**src/hw/rtl/cit_pkg.sv**
```systemverilog
`default_nettype none
// ----------------------------------------------------------------------------
// cit_pkg
// shared types, codes and defaults of the case interval table
// ----------------------------------------------------------------------------
package cit_pkg;

    localparam int MAX_ENTRIES_DEF = 16;

    localparam logic [1:0] CMD_INS_VALUE = 2'd0;
    localparam logic [1:0] CMD_INS_RANGE = 2'd1;
    localparam logic [1:0] CMD_QUERY     = 2'd2;

    localparam logic [1:0] ST_DONE    = 2'd0;
    localparam logic [1:0] ST_OVERLAP = 2'd1;
    localparam logic [1:0] ST_FULL    = 2'd2;

    typedef enum logic [1:0] {
        S_IDLE,
        S_SCAN,
        S_DRAIN,
        S_DECIDE
    } cit_state_t;

    typedef struct packed {
        logic load;
        logic scan_rd;
        logic decide;
    } cit_ctrl_t;

    typedef struct packed {
        logic count_zero;
        logic last_rd;
    } cit_stat_t;

endpackage
`default_nettype wire

```
**src/hw/rtl/case_interval_table.sv**
```systemverilog
`default_nettype none
// ----------------------------------------------------------------------------
// case_interval_table
// table of non-overlapping signed intervals with insert and overlap query
// ----------------------------------------------------------------------------
// flow: load, scan of the stored entries one after another, drain, decide;
//   an empty table skips scan and drain; done is registered from decide
// throughput: next transfer accepted in the cycle of the done strobe
// done is a one-cycle strobe, result held till next decide; no receiver stall
// reset clears entry count and control; entry contents are unset until written
module case_interval_table
    import cit_pkg::*;
#(
    parameter int MAX_ENTRIES = MAX_ENTRIES_DEF
)
(
    input  wire logic               clk,
    input  wire logic               rst_n,
    input  wire logic               start,
    output logic                    busy,
    input  wire logic        [1:0]  cmd,
    input  wire logic signed [31:0] range_start,
    input  wire logic signed [31:0] range_end,
    output logic                    done,
    output logic             [1:0]  status,
    output logic             [3:0]  slot,
    output logic                    extended
);

    cit_ctrl_t ctrl;
    cit_stat_t stat;

    cit_ctrl u_ctrl (
        .clk   (clk),
        .rst_n (rst_n),
        .start (start),
        .stat  (stat),
        .ctrl  (ctrl),
        .busy  (busy)
    );

    cit_dp #(
        .MAX_ENTRIES (MAX_ENTRIES)
    ) u_dp (
        .clk         (clk),
        .rst_n       (rst_n),
        .ctrl        (ctrl),
        .cmd         (cmd),
        .range_start (range_start),
        .range_end   (range_end),
        .stat        (stat),
        .done        (done),
        .status      (status),
        .slot        (slot),
        .extended    (extended)
    );

endmodule
`default_nettype wire

```
**src/hw/rtl/cit_ctrl.sv**
```systemverilog
`default_nettype none
// ----------------------------------------------------------------------------
// cit_ctrl
// sequencer: load, scan of stored entries, drain, decide and write
// ----------------------------------------------------------------------------
module cit_ctrl
    import cit_pkg::*;
(
    input  wire logic      clk,
    input  wire logic      rst_n,
    input  wire logic      start,
    input  wire cit_stat_t stat,
    output cit_ctrl_t      ctrl,
    output logic           busy
);

    cit_state_t state_reg;
    cit_state_t state_next;

    always_ff @(posedge clk or negedge rst_n)
    begin
        if (!rst_n)
        begin
            state_reg <= S_IDLE;
        end
        else
        begin
            state_reg <= state_next;
        end
    end

    always_comb
    begin
        state_next = state_reg;
        unique case (state_reg)
            S_IDLE:
            begin
                if (start)
                begin
                    state_next = stat.count_zero ? S_DECIDE : S_SCAN;
                end
            end
            S_SCAN:
            begin
                if (stat.last_rd)
                begin
                    state_next = S_DRAIN;
                end
            end
            S_DRAIN:
            begin
                state_next = S_DECIDE;
            end
            S_DECIDE:
            begin
                state_next = S_IDLE;
            end
            default:
            begin
                state_next = S_IDLE;
            end
        endcase
    end

    always_comb
    begin
        ctrl = '0;
        busy = 1'b1;
        unique case (state_reg)
            S_IDLE:
            begin
                busy      = 1'b0;
                ctrl.load = start;
            end
            S_SCAN:
            begin
                ctrl.scan_rd = 1'b1;
            end
            S_DRAIN:
            begin
                ctrl = '0;
            end
            S_DECIDE:
            begin
                ctrl.decide = 1'b1;
            end
            default:
            begin
                ctrl = '0;
            end
        endcase
    end

`ifndef SYNTHESIS
    a_load_then_busy: assert property (@(posedge clk) disable iff (!rst_n)
        ctrl.load |=> busy)
        else $error("accepted transfer did not raise busy");
    a_decide_then_idle: assert property (@(posedge clk) disable iff (!rst_n)
        ctrl.decide |=> !busy)
        else $error("controller not idle after decide");
    a_one_cmd: assert property (@(posedge clk) disable iff (!rst_n)
        $onehot0({ctrl.load, ctrl.scan_rd, ctrl.decide}))
        else $error("more than one datapath command at once");
`endif

endmodule
`default_nettype wire

```
**src/hw/rtl/cit_dp.sv**
```systemverilog
`default_nettype none
// ----------------------------------------------------------------------------
// cit_dp
// entry memory, scan compare, decision and registered result
// ----------------------------------------------------------------------------
module cit_dp
    import cit_pkg::*;
#(
    parameter int MAX_ENTRIES = MAX_ENTRIES_DEF
)
(
    input  wire logic               clk,
    input  wire logic               rst_n,
    input  wire cit_ctrl_t          ctrl,
    input  wire logic        [1:0]  cmd,
    input  wire logic signed [31:0] range_start,
    input  wire logic signed [31:0] range_end,
    output cit_stat_t               stat,
    output logic                    done,
    output logic             [1:0]  status,
    output logic             [3:0]  slot,
    output logic                    extended
);

    localparam int IDX_W = $clog2(MAX_ENTRIES);
    localparam int CNT_W = $clog2(MAX_ENTRIES + 1);

    logic signed [31:0] mem_low   [MAX_ENTRIES];
    logic signed [31:0] mem_high  [MAX_ENTRIES];
    logic               mem_dense [MAX_ENTRIES];

    logic        [1:0]       cmd_reg;
    logic signed [31:0]      s_reg;
    logic signed [31:0]      e_reg;
    logic        [CNT_W-1:0] count_reg;
    logic        [CNT_W-1:0] count_next;
    logic        [IDX_W-1:0] rd_idx_reg;
    logic        [IDX_W-1:0] rd_idx_d_reg;
    logic                    rd_valid_reg;
    logic signed [31:0]      rd_low_reg;
    logic signed [31:0]      rd_high_reg;
    logic                    rd_dense_reg;
    logic                    overlap_reg;
    logic                    match_reg;
    logic                    match_low_reg;
    logic        [IDX_W-1:0] match_idx_reg;

    logic                    done_reg;
    logic        [1:0]       status_reg;
    logic        [3:0]       slot_reg;
    logic                    ext_reg;

    logic        [1:0]       status_next;
    logic        [3:0]       slot_next;
    logic                    ext_next;

    logic signed [32:0]      s33;
    logic signed [32:0]      low_m1;
    logic signed [32:0]      high_p1;
    logic                    hit;
    logic                    adj_low;
    logic                    adj_high;

    logic                    we_low;
    logic                    we_high;
    logic                    we_dense;
    logic        [IDX_W-1:0] wr_addr;
    logic signed [31:0]      wr_low;
    logic signed [31:0]      wr_high;
    logic signed [31:0]      ord_low;
    logic signed [31:0]      ord_high;
    logic                    is_ins;
    logic                    full;

    // scan compare on registered read data
    always_comb
    begin
        s33      = {s_reg[31], s_reg};
        low_m1   = {rd_low_reg[31], rd_low_reg} - 33'sd1;
        high_p1  = {rd_high_reg[31], rd_high_reg} + 33'sd1;
        hit      = (rd_low_reg <= e_reg) && (s_reg <= rd_high_reg);
        adj_low  = rd_dense_reg && (s33 == low_m1);
        adj_high = rd_dense_reg && (s33 == high_p1);
    end

    assign stat.count_zero = (count_reg == '0);
    assign stat.last_rd    = ((CNT_W'(rd_idx_reg) + CNT_W'(1)) == count_reg);

    // decision
    always_comb
    begin
        is_ins      = (cmd_reg == CMD_INS_VALUE) || (cmd_reg == CMD_INS_RANGE);
        full        = (count_reg == CNT_W'(MAX_ENTRIES));
        ord_low     = (s_reg > e_reg) ? e_reg : s_reg;
        ord_high    = (s_reg > e_reg) ? s_reg : e_reg;
        status_next = ST_DONE;
        slot_next   = '0;
        ext_next    = 1'b0;
        count_next  = count_reg;
        we_low      = 1'b0;
        we_high     = 1'b0;
        we_dense    = 1'b0;
        wr_addr     = count_reg[IDX_W-1:0];
        wr_low      = ord_low;
        wr_high     = ord_high;
        if (overlap_reg)
        begin
            status_next = ST_OVERLAP;
        end
        else if ((cmd_reg == CMD_INS_VALUE) && match_reg)
        begin
            we_low    = match_low_reg;
            we_high   = !match_low_reg;
            wr_addr   = match_idx_reg;
            wr_low    = s_reg;
            wr_high   = s_reg;
            slot_next = 4'(match_idx_reg);
            ext_next  = 1'b1;
        end
        else if (is_ins)
        begin
            if (full)
            begin
                status_next = ST_FULL;
            end
            else
            begin
                we_low     = 1'b1;
                we_high    = 1'b1;
                we_dense   = 1'b1;
                slot_next  = 4'(count_reg[IDX_W-1:0]);
                count_next = count_reg + CNT_W'(1);
            end
        end
    end

    // entry memory
    always_ff @(posedge clk)
    begin
        if (ctrl.decide && we_low)
        begin
            mem_low[wr_addr] <= wr_low;
        end
        if (ctrl.decide && we_high)
        begin
            mem_high[wr_addr] <= wr_high;
        end
        if (ctrl.decide && we_dense)
        begin
            mem_dense[wr_addr] <= (ord_low == ord_high);
        end
        if (ctrl.scan_rd)
        begin
            rd_low_reg   <= mem_low[rd_idx_reg];
            rd_high_reg  <= mem_high[rd_idx_reg];
            rd_dense_reg <= mem_dense[rd_idx_reg];
            rd_idx_d_reg <= rd_idx_reg;
        end
    end

    // operands and result payload
    always_ff @(posedge clk)
    begin
        if (ctrl.load)
        begin
            cmd_reg <= cmd;
            s_reg   <= range_start;
            e_reg   <= (cmd == CMD_INS_VALUE) ? range_start : range_end;
        end
        if (ctrl.decide)
        begin
            status_reg <= status_next;
            slot_reg   <= slot_next;
            ext_reg    <= ext_next;
        end
    end

    // control state
    always_ff @(posedge clk or negedge rst_n)
    begin
        if (!rst_n)
        begin
            count_reg     <= '0;
            rd_idx_reg    <= '0;
            rd_valid_reg  <= 1'b0;
            overlap_reg   <= 1'b0;
            match_reg     <= 1'b0;
            match_low_reg <= 1'b0;
            match_idx_reg <= '0;
            done_reg      <= 1'b0;
        end
        else
        begin
            done_reg     <= ctrl.decide;
            rd_valid_reg <= ctrl.scan_rd;
            if (ctrl.decide)
            begin
                count_reg <= count_next;
            end
            if (ctrl.load)
            begin
                rd_idx_reg  <= '0;
                overlap_reg <= 1'b0;
                match_reg   <= 1'b0;
            end
            else if (ctrl.scan_rd)
            begin
                rd_idx_reg <= rd_idx_reg + IDX_W'(1);
            end
            if (rd_valid_reg)
            begin
                if (hit)
                begin
                    overlap_reg <= 1'b1;
                end
                if (!match_reg && (adj_low || adj_high))
                begin
                    match_reg     <= 1'b1;
                    match_low_reg <= adj_low;
                    match_idx_reg <= rd_idx_d_reg;
                end
            end
        end
    end

    assign done     = done_reg;
    assign status   = status_reg;
    assign slot     = slot_reg;
    assign extended = ext_reg;

`ifndef SYNTHESIS
    a_done_follows_decide: assert property (@(posedge clk) disable iff (!rst_n)
        ctrl.decide |=> done)
        else $error("result strobe missing after decide");
    a_count_bound: assert property (@(posedge clk) disable iff (!rst_n)
        count_reg <= CNT_W'(MAX_ENTRIES))
        else $error("entry count above table size");
    a_ext_is_done: assert property (@(posedge clk) disable iff (!rst_n)
        (done && extended) |-> (status == ST_DONE))
        else $error("extended transfer with non-done status");
    a_full_count: assert property (@(posedge clk) disable iff (!rst_n)
        (done && (status == ST_FULL)) |-> (count_reg == CNT_W'(MAX_ENTRIES)))
        else $error("full status while table has room");
`endif

endmodule
`default_nettype wire

```
**config.mk**
```make
export PLATFORM = sky130hd
export DESIGN_NAME = case_interval_table
export DESIGN_NICKNAME = d
export VERILOG_FILES = /design/src/hw/rtl/cit_pkg.sv /design/src/hw/rtl/case_interval_table.sv /design/src/hw/rtl/cit_ctrl.sv /design/src/hw/rtl/cit_dp.sv
export SDC_FILE = /design/constraint.sdc
export NUM_CORES = 1
export LEC_CHECK = 0
export BUFFER_PORTS_ARGS = -buffer_cell sky130_fd_sc_hd__buf_4
export CORE_MARGIN = 2
export CORE_UTILIZATION = 60
export CTS_BUF_LIST = sky130_fd_sc_hd__clkbuf_8
export DETAILED_ROUTE_END_ITERATION = 16
export GPL_TIMING_DRIVEN = 0
export PLACE_DENSITY = 0.82
export SLEW_MARGIN = 20
export SYNTH_ARGS = -nofsm -noshare
export SYNTH_HDL_FRONTEND = slang
export SYNTH_SLANG_ARGS = --single-unit
```
**constraint.sdc**
```tcl
create_clock -name clk -period 9.8 [get_ports clk]
set_input_delay 0 -clock clk [delete_from_list [all_inputs] [get_ports clk]]
set_output_delay 0 -clock clk [all_outputs]
set_load 0.02 [all_outputs]
```
==> results.md <==
| Group | Metric | Reported |
| --- | --- | --- |
| run status | Run status | complete, no violations |
| placed design | Final estimated routing congestion in global placement | 0.953 |
| cts | CTS tree | built |
| sta | Fin Hold WS | 0.142 ns |
| sta | Setup violations, final | 0 |
| floorplan | Die Height | 296 um |
| logic synthesis | Leading area contributor after synthesis | edfxtp_1 |
| power and ir drop | Share of total power consumed by net switching | 36.1% |
| global route | Global-route wire length before repair | 210000 um |
| setup path | Endpoint arrival time on the critical path | 6.29 ns |
| power and ir drop | Comb pwr share | 32.5% |
| final layout | Fraction of layout cells with a size suffix above 1 | 19.6% |
| logic synthesis | Yosys Warn Count | 0 |
| cts | CTS HTree Levels | 4 |
| sta | Final critical-path required period | 5.77 ns |
| global route | Via count of the first global-routing pass | 32165 |
| cts | Num CTS Buffers | 179 |
| power and ir drop | Power per standard cell area | 276 mW/mm2 |
| setup path | Path type of the worst setup path | reg -> reg |
| setup path | Reg2Reg Capture Point | u_dp.mem_low[4][31] |
| logic synthesis | Dominant register cell in the synthesized netlist | edfxtp_1 |
| routing | Overall via count from detail_route | 31587 |
| floorplan | FP Rows | 106 |
| logic synthesis | Synth async-reset ratio | 1.66% |
| floorplan | Die ar. | 0.0873 mm2 |
| logic synthesis | Area contributors post-synth | edfxtp_1, mux4_2, mux2i_1 |
| floorplan | Core Region | 0.0840 mm2 |
| cts | Clk buf depth | 3 |
| final layout | Top Registers | u_dp.mem_high: 512 flops, u_dp.mem_low: 512 flops |
| placed design | Dpl hpwl | 99300 um |
| sta | Transition time of the tightest slew-check pin | 1.23 ns |
| min path | Hold_sp | start |
| power and ir drop | LEAKAGE | 20.2 nW |
| floorplan | Die Wd | 296 um |
| floorplan | Io pins | 78 |
| global route | Largest net degree at the start of global routing | 54 |
| placed design | Instance area after placement | 0.0541 mm2 |
| routing | Drc violations | 0 |
| setup path | Worst reg2reg setup slack | 4.03 ns |
| final layout | Final #Nets | 3602 |
| routing | First-pass detailed-route iteration total | 6 |
| global route | GRT Overall Usage | 33.9% |
| floorplan | Starting density of the core | 60.7% |
| setup path | Launch point of the critical path | u_dp.e_reg[31] |
| sta | Unrepaired setup endpoints after global routing | no |
| logic synthesis | Netlist cell types | 71 |
| logic synthesis | Proportion of netlist area held by the largest area contributor | 69.6% |
| setup path | Required time at the endpoint of the critical path | 10.32 ns |
| logic synthesis | Netlist Area Pre-Place | 0.0510 mm2 |
| setup path | Biggest fanout along the worst timing path | 17 |
| final layout | Combined area of the multi-input logic cells | 0.0145 mm2 |
| routing | Post-DR wirelength/cell | 31.1 um |
| cts | Clock latency at the later pin of the worst-skew pair | 0.89 ns |
| final layout | Cell area after layout | 0.0589 mm2 |
| power and ir drop | Clock network fraction of total power | 24.2% |
| power and ir drop | Maximum vdd ir drop | 161 uV |
| setup path | Startpoint type of the worst setup path | flop |
| power and ir drop | Total Power | 16.3 mW |
| power and ir drop | Cell internal pwr | 10.4 mW |
| logic synthesis | Post-synth EDFFs | 1182 |
| final layout | Sequential cell area | 0.0360 mm2 |
| setup path | Register-to-Register Path Depth | 10 |
| sta | Highest achievable clock rate | 173 MHz |
| sta | Total Negative Setup Slacks | 0 ns |
| sta | Number of max-slew violations in the final report | 0 |
| setup path | Type of destination of the critical path | flop |
| routing | Post-detailed-route count of antenna-violating nets | 0 |
| cts | Sink Count | 1202 |
| routing | Wire length reported by the detailed router | 146000 um |
| sta | Rel. slew slack | 18.0% |
| logic synthesis | Sequential share of the synthesized area | 70.6% |
| routing | Iter 0 DRT Violations | 4645 |
| logic synthesis | Avg Cell Area, Syn | 17.0 um2 |
| power and ir drop | Sw Pwr | 5.88 mW |
| global route | Total congestion overflow | 0 |
| routing | Via density per instance | 6.71 |
| cts | Cell at the root of the clock tree | clkbuf_8 |
| global route | Initial antenna violation count | 10 |
| sta | Part of the cycle the worst path needs | 58.9% |
| final layout | Fillcell total | 4939 |
| sta | Number of failing hold endpoints at the final stage | 0 |
| power and ir drop | Part of the power in registers | 43.4% |
| placed design | Input/output buffers | 77 |
| final layout | Layout overhead on the synthesized area | 15.6% |
| min path | Worst min-delay path category | in -> reg |
| sta | Max Clock Skew | 0.0724 ns |
| logic synthesis | Seq cells post-synth | 1202 |
| cts | CTS clk-pin slew, worst paths | 0.06 ns |
| logic synthesis | Gate count after technology mapping | 2999 |
| setup path | Origin of the critical flop-to-flop path | u_dp.e_reg[31] |
| setup path | Critical path destination | u_dp.mem_low[4][31] |
| logic synthesis | Net count of the mapped netlist | 3174 |
| flow run | Maximum capacitance violations | 0 |
-- layout make-up --
cell class | count | area share [%]
well taps | 1134 | 2.41
clock inverters | 132 | 1.40
repair buffers | 247 | 4.79
diodes | 7 | 0.0297
plain buffers | 137 | 0.911
multi-input cells | 1586 | 24.5
flip-flops and latches | 1202 | 61.1
inverters | 74 | 0.476
clock buffers | 187 | 4.37
-- synth_stat cells (7+ instances only) --
master,instances
edfxtp_1,1182
mux2i_1,213
mux2_2,158
o21ai_0,157
mux4_2,130
nand2_1,122
ha_1,106
clkbuf_1,101
a21oi_1,98
nor2_1,87
inv_1,73
a221oi_1,67
a22oi_1,65
xnor2_1,47
a21o_1,45
xor2_1,45
nand4_1,35
buf_1,33
nand3_1,24
nor3_1,23
dfrtp_1,20
nor4_1,14
or3_1,12
and3_1,11
a31oi_1,8
nor2b_1,8
nand2b_1,7
o31ai_1,7
-- worst max-delay path, cell delays in order, from the launching register on --
cell,delay (ns)
edfxtp_1,0.37
inv_1,0.29
ha_1,0.35
nand4_1,0.18
nor4_1,0.85
and4_1,0.87
o21bai_1,0.21
a31oi_1,0.13
nand2_1,0.32
buf_1,0.80
mux2i_2,1.02
-- worst min path at each step --
stage                                      to  slack [ns]  depth (start not counted)
after floorplan           u_ctrl.state_reg[0]       -0.30                          0
after global placement    u_ctrl.state_reg[1]       -0.09                          1
after detailed placement  u_ctrl.state_reg[1]       -0.08                          1
after CTS                 u_ctrl.state_reg[0]        0.10                          4
after global routing      u_ctrl.state_reg[0]        0.18                          4
final                     u_ctrl.state_reg[0]        0.14                          4
-- per-layer routing --
metal	vias up	wire [um]	GRT usage, %
li1	12926	-	-
met1	15735	50800	43.2
met2	2412	68100	52.7
met3	508	18700	9.66
met4	6	8680	19.3
met5	-	34	0
-- power by group through the flow --
stage	clock [mW]	combinational, mW	sequential, mW
after floorplan	0	3.18	6.94
after global placement	0	4.73	7.16
after detailed placement	0	5.03	7.14
after CTS	3.93	5.12	7.04
after global routing	4.15	5.54	7.08
final	3.94	5.29	7.07
-- timing repair --
item,4_1_cts,5_1_grt
resized for setup,0,0
hold buffers,136,0
hold endpoints to repair,90,0
buffers inserted,0,0
-- cell families (layout without fill, tap and decap cells) --
family / after synthesis / after routing / share of synthesized area (%)
AO/OA/AOI/OAI: 494 / 494 / 6.24
multiplexers: 505 / 505 / 13.5
adder cells (fa/ha/maj): 106 / 106 / 2.60
buffers and inverters: 211 / 777 / 1.56
flip-flops: 1202 / 1202 / 70.6
XOR/XNOR: 92 / 92 / 1.58
other: 0 / 7 / 0
AND/OR/NAND/NOR: 389 / 389 / 3.88
-- cells in the final DEF, fill, tap and decap left out, drive strengths merged, types with 8 or more instances in the layout --
cell / synthesis / routed
buf: 36 / 142
dlygate4sd3: 0 / 135
nor4: 15 / 15
mux4: 130 / 130
xnor2: 47 / 47
a221oi: 67 / 67
nor2: 88 / 88
edfxtp: 1182 / 1182
mux2i: 213 / 213
a21o: 45 / 45
nand4: 37 / 37
o21ai: 159 / 159
clkbuf: 101 / 294
nand3: 25 / 25
nand2: 123 / 123
inv: 73 / 133
a31oi: 8 / 8
or3: 12 / 12
nor3: 24 / 24
and3: 11 / 11
a21oi: 98 / 98
a22oi: 65 / 65
mux2: 162 / 162
dfrtp: 20 / 20
ha: 106 / 106
clkinv: 1 / 65
nor2b: 8 / 8
xor2: 45 / 45
-- stage by stage --
stage	utilization, %	instances	setup WS, ns
6_report	70.2	4706	4.03
5_1_grt	70.2	4703	4.10
4_1_cts	70.2	4699	4.31
3_5_place_dp	64.5	4244	4.33
3_3_place_gp	63.1	4210	4.03
2_1_floorplan	-	2999	6.25
(Power assumes the default switching activity.)
